[src/hdl/sdi_pkg.sv]
package sdi_pkg;

    localparam int unsigned INIT_ATTEMPTS = 5;
    localparam int unsigned POLL_RETRIES  = 65535;
    localparam int unsigned LOOP_W        = 16;
    localparam int unsigned ATTEMPT_W     = 3;

    localparam logic [LOOP_W-1:0]    LOOP_INIT    = LOOP_W'(POLL_RETRIES);
    localparam logic [ATTEMPT_W-1:0] ATTEMPT_MAX  = ATTEMPT_W'(INIT_ATTEMPTS);

    typedef enum logic [3:0] {
        PH_IDLE,
        PH_GO_IDLE,
        PH_IF_COND,
        PH_H_APP,
        PH_H_OP,
        PH_READ_OCR,
        PH_P_APP,
        PH_P_OP,
        PH_MMC_OP,
        PH_BLOCKLEN,
        PH_TEST_STD,
        PH_TEST_HC,
        PH_CSD_STD,
        PH_CSD_HC
    } t_phase;

    typedef enum logic [1:0] {
        ACT_SEND   = 2'd0,
        ACT_DONE   = 2'd1,
        ACT_ABSENT = 2'd2,
        ACT_FAILED = 2'd3
    } t_action;

    typedef enum logic [1:0] {
        RESP_R1   = 2'd0,
        RESP_R1_4 = 2'd1,
        RESP_DATA = 2'd2
    } t_resp;

    typedef enum logic [1:0] {
        CARD_NONE = 2'd0,
        CARD_MMC  = 2'd1,
        CARD_SD   = 2'd2,
        CARD_SDHC = 2'd3
    } t_card;

    localparam logic       CMD_START    = 1'b0;
    localparam logic       CMD_RESPONSE = 1'b1;

    localparam logic [5:0] CMD0  = 6'd0;
    localparam logic [5:0] CMD1  = 6'd1;
    localparam logic [5:0] CMD8  = 6'd8;
    localparam logic [5:0] CMD9  = 6'd9;
    localparam logic [5:0] CMD16 = 6'd16;
    localparam logic [5:0] CMD17 = 6'd17;
    localparam logic [5:0] CMD41 = 6'd41;
    localparam logic [5:0] CMD55 = 6'd55;
    localparam logic [5:0] CMD58 = 6'd58;

    localparam logic [31:0] ARG_IF_COND = 32'h0000_01AA;
    localparam logic [31:0] ARG_HCS     = 32'h4000_0000;
    localparam logic [31:0] ARG_BLKLEN  = 32'd512;

    localparam logic [7:0] CRC_CMD8    = 8'h87;
    localparam logic [7:0] CRC_DEFAULT = 8'h95;

    localparam logic [7:0] R1_IDLE  = 8'h01;
    localparam logic [7:0] R1_READY = 8'h00;

endpackage

[src/hdl/sd_spi_card_init_sequencer.sv]
// SD/MMC SPI-mode init sequencer at the command level. A start transaction (command 0)
// polls card presence and, if no card is ready, launches CMD0; each response transaction
// (command 1) carries the reply to the last command and yields the next command to send
// or a final status (done, absent, failed) with card type and sector count. Every
// transaction produces one result except a response while idle, which produces none.
// Two register stages: the input register loads at acceptance and the decision stage loads
// the result register from it once the result register is free or its result is taken. A new
// transaction is taken every cycle; the only limit is output backpressure, which reaches
// o_stall combinationally.
module sd_spi_card_init_sequencer (
    input  logic        i_clk,
    input  logic        i_rst_n,
    input  logic        i_valid,
    output logic        o_stall,
    input  logic        i_command,
    input  logic        i_card_present,
    input  logic [7:0]  i_resp_r1,
    input  logic [31:0] i_resp_tail,
    input  logic [47:0] i_csd_bytes,
    input  logic        i_token_seen,
    input  logic        i_timed_out,
    output logic        o_valid,
    input  logic        i_stall,
    output logic [1:0]  o_action,
    output logic [5:0]  o_cmd_index,
    output logic [31:0] o_cmd_arg,
    output logic [7:0]  o_cmd_crc,
    output logic [1:0]  o_resp_kind,
    output logic        o_slow_clock,
    output logic [1:0]  o_card_type,
    output logic [31:0] o_sector_count,
    output logic        o_media_changed
);
    import sdi_pkg::*;

    // input stage
    logic        r_in_valid;
    logic        r_command;
    logic        r_present;
    logic [7:0]  r_r1;
    logic [31:0] r_tail;
    logic [47:0] r_csd;
    logic        r_token;
    logic        r_timeout;

    // sequencer state
    t_phase                r_phase,   n_phase;
    logic [ATTEMPT_W-1:0]  r_attempt, n_attempt;
    logic [LOOP_W-1:0]     r_loop,    n_loop;
    logic                  r_is_sd,   n_is_sd;
    t_card                 r_kind,    n_kind;
    logic [31:0]           r_cap,     n_cap;
    logic                  r_ready,   n_ready;
    logic                  r_changed, n_changed;

    // result stage
    logic        r_out_valid;
    t_action     r_action;
    logic [5:0]  r_idx;
    logic [31:0] r_arg;
    logic [7:0]  r_crc;
    t_resp       r_resp;
    logic        r_slow;
    t_card       r_card;
    logic [31:0] r_sectors;
    logic        r_media;

    logic        advance;
    logic        in_accept;

    // decision
    logic        emit;
    t_action     act;
    logic [5:0]  s_idx;
    logic [31:0] s_arg;
    t_resp       s_resp;

    // CSD decode
    logic [3:0]  blk;
    logic [11:0] v1_c;
    logic [2:0]  v1_m;
    logic [12:0] v1_c1;
    logic [4:0]  v1_sh;
    logic [31:0] v1_sectors;
    logic [22:0] hc_c1;
    logic [32:0] hc_s;
    logic [31:0] hc_sectors;
    logic        csd_ok;
    logic [31:0] csd_sectors;
    logic        ocr_ok;

    assign advance   = r_in_valid && (!r_out_valid || !i_stall);
    assign o_stall   = r_in_valid && !advance;
    assign in_accept = i_valid && !o_stall;

    always_ff @(posedge i_clk) begin
        if (!i_rst_n) begin
            r_in_valid <= 1'b0;
        end else if (in_accept) begin
            r_in_valid <= 1'b1;
        end else if (advance) begin
            r_in_valid <= 1'b0;
        end
    end

    always_ff @(posedge i_clk) begin
        if (in_accept) begin
            r_command <= i_command;
            r_present <= i_card_present;
            r_r1      <= i_resp_r1;
            r_tail    <= i_resp_tail;
            r_csd     <= i_csd_bytes;
            r_token   <= i_token_seen;
            r_timeout <= i_timed_out;
        end
    end

    always_comb begin
        blk        = r_csd[43:40];
        v1_c       = {r_csd[33:32], r_csd[31:24], r_csd[23:22]};
        v1_m       = {r_csd[9:8], r_csd[7]};
        v1_c1      = {1'b0, v1_c} + 13'd1;
        // (m + 2) + (blk - 9), valid only when blk >= 9
        v1_sh      = 5'({2'b00, v1_m}) + 5'({1'b0, blk}) - 5'd7;
        v1_sectors = 32'(v1_c1) << v1_sh;
        hc_c1      = {1'b0, r_csd[29:24], r_csd[23:16], r_csd[15:8]} + 23'd1;
        hc_s       = {hc_c1, 10'b0};
        hc_sectors = hc_s[32] ? 32'hFFFF_FFFF : hc_s[31:0];
        if (r_phase == PH_CSD_HC) begin
            csd_ok      = (blk == 4'd9);
            csd_sectors = hc_sectors;
        end else begin
            csd_ok      = (blk >= 4'd9);
            csd_sectors = v1_sectors;
        end
        ocr_ok = (r_tail[15:8] == 8'h01) && (r_tail[7:0] == 8'hAA);
    end

    always_comb begin
        logic                 want_fail;
        logic                 want_plain;
        logic                 want_mmc;
        logic                 want_hcs;
        logic [LOOP_W-1:0]    hcs_loop;
        logic [LOOP_W-1:0]    dec_loop;
        logic [ATTEMPT_W-1:0] next_attempt;

        want_fail    = 1'b0;
        want_plain   = 1'b0;
        want_mmc     = 1'b0;
        want_hcs     = 1'b0;
        hcs_loop     = r_loop;
        dec_loop     = r_loop - LOOP_W'(1);
        next_attempt = r_attempt + ATTEMPT_W'(1);

        n_phase   = r_phase;
        n_attempt = r_attempt;
        n_loop    = r_loop;
        n_is_sd   = r_is_sd;
        n_kind    = r_kind;
        n_cap     = r_cap;
        n_ready   = r_ready;
        n_changed = r_changed;

        emit   = 1'b1;
        act    = ACT_SEND;
        s_idx  = CMD0;
        s_arg  = '0;
        s_resp = RESP_R1;

        if (r_command == CMD_START) begin
            if (!r_present) begin
                n_ready   = 1'b0;
                n_kind    = CARD_NONE;
                n_changed = 1'b0;
                n_cap     = '0;
                n_phase   = PH_IDLE;
                act       = ACT_ABSENT;
            end else if (r_ready) begin
                n_phase = PH_IDLE;
                act     = ACT_DONE;
            end else begin
                n_attempt = '0;
                n_is_sd   = 1'b0;
                n_phase   = PH_GO_IDLE;
                s_idx     = CMD0;
            end
        end else begin
            unique case (r_phase)
                PH_IDLE: begin
                    emit = 1'b0;
                end
                PH_GO_IDLE: begin
                    if (r_r1 != R1_IDLE) begin
                        want_fail = 1'b1;
                    end else begin
                        n_phase = PH_IF_COND;
                        s_idx   = CMD8;
                        s_arg   = ARG_IF_COND;
                        s_resp  = RESP_R1_4;
                    end
                end
                PH_IF_COND: begin
                    if (r_r1 == R1_IDLE && ocr_ok) begin
                        want_hcs = 1'b1;
                        hcs_loop = LOOP_INIT;
                    end else begin
                        want_plain = 1'b1;
                    end
                end
                PH_H_APP: begin
                    if (r_r1 != R1_IDLE) begin
                        want_plain = 1'b1;
                    end else begin
                        n_phase = PH_H_OP;
                        s_idx   = CMD41;
                        s_arg   = ARG_HCS;
                    end
                end
                PH_H_OP: begin
                    if (r_r1 == R1_READY) begin
                        if (r_loop == '0) begin
                            want_plain = 1'b1;
                        end else begin
                            n_phase = PH_READ_OCR;
                            s_idx   = CMD58;
                            s_resp  = RESP_R1_4;
                        end
                    end else if (r_timeout) begin
                        want_plain = 1'b1;
                    end else begin
                        want_hcs = 1'b1;
                    end
                end
                PH_READ_OCR: begin
                    if (r_r1 != R1_READY) begin
                        want_plain = 1'b1;
                    end else if (r_tail[30]) begin
                        n_phase = PH_TEST_HC;
                        s_idx   = CMD17;
                        s_resp  = RESP_DATA;
                    end else begin
                        n_is_sd = 1'b1;
                        n_phase = PH_BLOCKLEN;
                        s_idx   = CMD16;
                        s_arg   = ARG_BLKLEN;
                    end
                end
                PH_P_APP: begin
                    if (r_r1 != R1_IDLE) begin
                        want_mmc = 1'b1;
                    end else begin
                        n_phase = PH_P_OP;
                        s_idx   = CMD41;
                    end
                end
                PH_P_OP: begin
                    if (r_r1 == R1_READY) begin
                        n_is_sd = 1'b1;
                        n_phase = PH_BLOCKLEN;
                        s_idx   = CMD16;
                        s_arg   = ARG_BLKLEN;
                    end else if (r_timeout) begin
                        want_mmc = 1'b1;
                    end else begin
                        n_loop = dec_loop;
                        if (dec_loop == '0) begin
                            want_mmc = 1'b1;
                        end else begin
                            n_phase = PH_P_APP;
                            s_idx   = CMD55;
                        end
                    end
                end
                PH_MMC_OP: begin
                    if (r_loop == '0 || r_timeout) begin
                        want_fail = 1'b1;
                    end else begin
                        n_loop = dec_loop;
                        if (r_r1 == R1_READY) begin
                            n_phase = PH_BLOCKLEN;
                            s_idx   = CMD16;
                            s_arg   = ARG_BLKLEN;
                        end else begin
                            n_phase = PH_MMC_OP;
                            s_idx   = CMD1;
                        end
                    end
                end
                PH_BLOCKLEN: begin
                    n_phase = PH_TEST_STD;
                    s_idx   = CMD17;
                    s_resp  = RESP_DATA;
                end
                PH_TEST_STD, PH_TEST_HC: begin
                    if (r_r1 != R1_READY || !r_token) begin
                        want_fail = 1'b1;
                    end else begin
                        n_phase = (r_phase == PH_TEST_HC) ? PH_CSD_HC : PH_CSD_STD;
                        s_idx   = CMD9;
                        s_resp  = RESP_DATA;
                    end
                end
                PH_CSD_STD, PH_CSD_HC: begin
                    if (r_r1 != R1_READY || !r_token || !csd_ok) begin
                        want_fail = 1'b1;
                    end else begin
                        if (r_phase == PH_CSD_HC) begin
                            n_kind = CARD_SDHC;
                        end else begin
                            n_kind = r_is_sd ? CARD_SD : CARD_MMC;
                        end
                        n_cap     = csd_sectors;
                        n_ready   = 1'b1;
                        n_changed = 1'b1;
                        n_phase   = PH_IDLE;
                        act       = ACT_DONE;
                    end
                end
                default: begin
                    emit = 1'b0;
                end
            endcase
        end

        // top of the CMD55/ACMD41 loop with HCS
        if (want_hcs) begin
            if (hcs_loop == '0 || r_timeout) begin
                want_plain = 1'b1;
            end else begin
                n_loop  = hcs_loop - LOOP_W'(1);
                n_phase = PH_H_APP;
                s_idx   = CMD55;
            end
        end

        if (want_plain) begin
            if (LOOP_INIT == '0) begin
                want_mmc = 1'b1;
            end else begin
                n_loop  = LOOP_INIT;
                n_phase = PH_P_APP;
                s_idx   = CMD55;
                s_arg   = '0;
                s_resp  = RESP_R1;
            end
        end

        if (want_mmc) begin
            n_loop  = LOOP_INIT;
            n_phase = PH_MMC_OP;
            s_idx   = CMD1;
            s_arg   = '0;
            s_resp  = RESP_R1;
        end

        if (want_fail) begin
            n_attempt = next_attempt;
            if (next_attempt >= ATTEMPT_MAX) begin
                n_phase = PH_IDLE;
                act     = ACT_FAILED;
            end else if (!r_present) begin
                n_ready   = 1'b0;
                n_kind    = CARD_NONE;
                n_changed = 1'b0;
                n_cap     = '0;
                n_phase   = PH_IDLE;
                act       = ACT_ABSENT;
            end else begin
                n_is_sd = 1'b0;
                n_phase = PH_GO_IDLE;
                s_idx   = CMD0;
                s_arg   = '0;
                s_resp  = RESP_R1;
            end
        end
    end

    always_ff @(posedge i_clk) begin
        if (!i_rst_n) begin
            r_phase   <= PH_IDLE;
            r_attempt <= '0;
            r_loop    <= '0;
            r_is_sd   <= 1'b0;
            r_kind    <= CARD_NONE;
            r_cap     <= '0;
            r_ready   <= 1'b0;
            r_changed <= 1'b0;
        end else if (advance) begin
            r_phase   <= n_phase;
            r_attempt <= n_attempt;
            r_loop    <= n_loop;
            r_is_sd   <= n_is_sd;
            r_kind    <= n_kind;
            r_cap     <= n_cap;
            r_ready   <= n_ready;
            r_changed <= n_changed;
        end
    end

    always_ff @(posedge i_clk) begin
        if (!i_rst_n) begin
            r_out_valid <= 1'b0;
        end else if (advance) begin
            r_out_valid <= emit;
        end else if (!i_stall) begin
            r_out_valid <= 1'b0;
        end
    end

    always_ff @(posedge i_clk) begin
        if (advance && emit) begin
            r_action  <= act;
            r_card    <= n_kind;
            r_sectors <= n_cap;
            r_media   <= n_changed;
            if (act == ACT_SEND) begin
                r_idx  <= s_idx;
                r_arg  <= s_arg;
                r_crc  <= (s_idx == CMD8) ? CRC_CMD8 : CRC_DEFAULT;
                r_resp <= s_resp;
                r_slow <= 1'b1;
            end else begin
                r_idx  <= '0;
                r_arg  <= '0;
                r_crc  <= '0;
                r_resp <= RESP_R1;
                r_slow <= (act == ACT_ABSENT);
            end
        end
    end

    assign o_valid         = r_out_valid;
    assign o_action        = r_action;
    assign o_cmd_index     = r_idx;
    assign o_cmd_arg       = r_arg;
    assign o_cmd_crc       = r_crc;
    assign o_resp_kind     = r_resp;
    assign o_slow_clock    = r_slow;
    assign o_card_type     = r_card;
    assign o_sector_count  = r_sectors;
    assign o_media_changed = r_media;

endmodule

[config.mk]
export PLATFORM = sky130hd
export DESIGN_NAME = sd_spi_card_init_sequencer
export DESIGN_NICKNAME = d
export VERILOG_FILES = /design/src/hdl/sdi_pkg.sv /design/src/hdl/sd_spi_card_init_sequencer.sv
export SDC_FILE = /design/constraint.sdc
export NUM_CORES = 1
export LEC_CHECK = 0
export ABC_AREA = 1
export BUFFER_PORTS_ARGS = -buffer_cell sky130_fd_sc_hd__buf_2
export CORE_MARGIN = 5
export CORE_UTILIZATION = 52
export CTS_BUF_LIST = sky130_fd_sc_hd__clkbuf_16
export DETAILED_ROUTE_END_ITERATION = 10
export PLACE_DENSITY = 0.79
export SLEW_MARGIN = 30
export SYNTH_ARGS = -nofsm -noshare
export SYNTH_HDL_FRONTEND = slang
export SYNTH_SLANG_ARGS = --single-unit
[constraint.sdc]
create_clock -name i_clk -period 6.55 [get_ports i_clk]
set_clock_uncertainty 0.2 [all_clocks]
set_input_delay 0.655 -clock i_clk [delete_from_list [all_inputs] [get_ports i_clk]]
set_output_delay 0.655 -clock i_clk [all_outputs]
set_load 0.01 [all_outputs]
==> flow_summary.toml <==
[drt]
highest_layer = "met4"
dr_wl_met2_mm = 14.0
wl_met3_mm = 2.86
met1_length_mm = 13.1
first_pass_iters = 6
drt_iter0_drc = 1136
viasPerCell = 5.51
wirelength_mm = 30.5
wire_per_inst_um = 15.8
drc = 0
num_vias = 10600
final_antenna_net_count = 0

[run_status]
status = "finished, final reports clean"

[worst_setup_path]
criticalPathCategory = "register to register"
r2r-start = "r_phase[0]"
worst_setup_path_start_kind = "register"
endpoint_kind = "register"
crit_start = "r_phase[0]"
r2r_end = "r_loop[4]"
reg2reg_depth = 18
rrSetupSlack_ps = 2870
crit_required_ps = 6730
crit_path_max_fanout = 25
arrival_ps = 3860

[clocking]
postCtsHoldBufs = 0
h-tree-depth = 4
cts.sinks = 174
cts_buffers = 17
cts_tree = "yes"
post_cts_resized = 0
cts_setup_buffers = 0
cts_root_buffer = "clkbuf_16"
clk_pin_slew_ps = 80
clk-insertion-delay-late_ps = 440
clockBufferDepth = 2

[logic_synthesis]
synth.area.top_cells = "edfxtp_1 (30%), nand2_1 (13%), dfxtp_1 (11%), nand3_1 (6.9%), inv_1 (5.9%)"
synth_top_area_share = 0.297
synth-xor-area-share = 0.0177
synth_edf_count = 112
synth_most_common_cell = "nand2_1"
synth_compound_area_frac = 0.124
synth_top_family_by_area = "simple AND/OR/NAND/NOR gates"
synth_cell_types = 55
ys_async_sr_fraction = 0
yosys_warnings = 0
synth_fa_ha_area_frac = 0.0139
syn_avg_cell_area_um2 = 7.31
yosysTopAreaCell = "edfxtp_1"
synth_cells = 1549
synthMuxAreaShare = 0
syn_area_um2 = 11300
synth_flop_cell = "edfxtp_1"
synth_simple_gate_area_share = 0.322
ys_ff_latch = 174
ys_top_cells_by_count = "nand2_1 (384), inv_1 (178), nand3_1 (157)"
yosysSeqAreaShare = 0.407

[power_and_ir_drop]
swShare = 0.325
switchingPower_mw = 0.925
powerDensity_nw_per_um2 = 228
p_clk_frac = 0.354
p_leak_nw = 5.86
power_mw = 2.84
ir_drop_v = 0.000149
p_seq_frac = 0.450
combinationalPowerShare = 0.197
p_int_mw = 1.92

[layout]
antennaDiodeCount = 0
finalNetCount = 1743
drive_gt1_frac = 0.165
regArea_um2 = 4600
nFillCells = 1997
area_delta_synth_final_pct = 10.2
finalCoreUtilization = 0.577
finalNonFillerCells = 1928
multiInputGateArea_um2 = 5510

[min_path]
hold_class = "primary input to register"
hold_end = "r_csd[24]"
hold_depth = 1
hp-start = "i_csd_bytes[24]"

[placement]
hpwl_mm = 21.9
dp_slack_ps = 3000
io_buffers = 123
dp.cells = 1896
finalWeightedCongestion = 0.986

[grt]
grt_use_total = 0.245
grt_pass1_wl_mm = 49.0
gr-total-overflow = 0
grt_pass1_vias = 9626
grt_start_max_net_pins = 92
antenna_found_initial = 0

[timing]
hold_viol = 0
drv_slew = 0
layout_worst_path_cycle_share = 0.562
max_freq_mhz = 271
worst_slack_ps = 2870
final-setup-viol-count = 0
tightest_slew_ps = 861
finalSetupTns_ps = 0
rsz0062_at_grt = "no"
post-route-min-period_ps = 3680
slew_headroom = 0.426

[floorplan]
rows = 54
ios = 184
die_w_um = 158
die_h_um = 158
core_um2 = 21600
dieArea_um2 = 24800
start_util = 0.523

[run]
maxCapViolations = 0
critical path, stage by stage (launching register included):
cell	delay (ps)
dfxtp_1	540
nor2_2	100
nand2_1	110
nor2_2	40
nand3_2	270
clkinv_1	410
nor2_1	330
ha_1	200
nand2_1	50
nand3b_1	160
nor2_1	130
nand2_2	90
nand3_4	250
nand2_2	110
inv_2	290
nand2_1	90
o211ai_1	100
nor2_1	60
nor2_1	80
cells by family after synthesis:
kind of cell    after synthesis
simple gates                790
flops                       174
other cells                   1
xor+xnor                     22
fa+ha+maj                    12
compound gates              259
buf+inv                     291
through the flow:
step / cell area, um^2 / hold slack (ps)
3_5_place_dp: 11900 / 291
6_report: 12500 / 179
5_1_grt: 12500 / 170
3_3_place_gp: 11900 / 275
4_1_cts: 12500 / 167
2_1_floorplan: 11400 / 258
power by group through the flow:
stage,Clock [mW],Combinational (mW),Sequential (mW)
finish,1.01,0.559,1.28
global route,1.07,0.628,1.29
CTS,1.02,0.552,1.28
detailed placement,0,0.547,1.30
global placement,0,0.537,1.30
floorplan,0,0.425,1.30
worst max-delay path by stage:
stage                             end  depth (start not counted)
after detailed placement    r_loop[4]                         18
after global routing       r_loop[14]                         16
final                       r_loop[4]                         18
after floorplan           o_action[0]                          7
after global placement      r_loop[4]                         18
after CTS                   r_loop[4]                         18
final cells by class:
class                           count  share of cell area
Multi-Input combinational cell   1111               0.442
Sequential cell                   174               0.369
Inverter                          202              0.0619
Timing Repair Buffer              129              0.0530
Clock buffer                       17              0.0341
Tap cell                          280              0.0281
Clock inverter                     15              0.0117
layer usage:
| metal | vias up | track usage |
|---|---|---|
| li1 | 5221 | - |
| met2 | 495 | 0.389 |
| met5 | - | 0 |
| met3 | 40 | 0.0371 |
| met1 | 4870 | 0.348 |
| met4 | 0 | 0.0754 |
state kept, by name, indices dropped and copies added (netlist names), 2 cells and up:
| signal | count |
|---|---|
| o_action | 2 |
| o_card_type | 2 |
| o_cmd_arg | 3 |
| o_cmd_crc | 3 |
| o_cmd_index | 6 |
| o_resp_kind | 2 |
| o_sector_count | 32 |
| r_attempt | 3 |
| r_cap | 32 |
| r_csd | 31 |
| r_kind | 2 |
| r_loop | 16 |
| r_phase | 4 |
| r_r1 | 8 |
| r_tail | 17 |
layout by cell type (no fill, tap or decap), types with 11 or more instances in the layout:
master	n
inv_2	20
inv_1	175
o21ai_0	108
nand2_1	384
nor3_1	19
a21oi_1	93
xor2_1	15
o21ai_1	16
clkbuf_16	17
edfxtp_1	112
nand3_1	157
o22ai_1	12
conb_1	28
nor2_1	122
nand2_2	16
dfxtp_1	62
ha_1	11
nand4_1	22
nor2_2	24
buf_2	123
No activity file was read; power rests on OpenSTA's default activity.
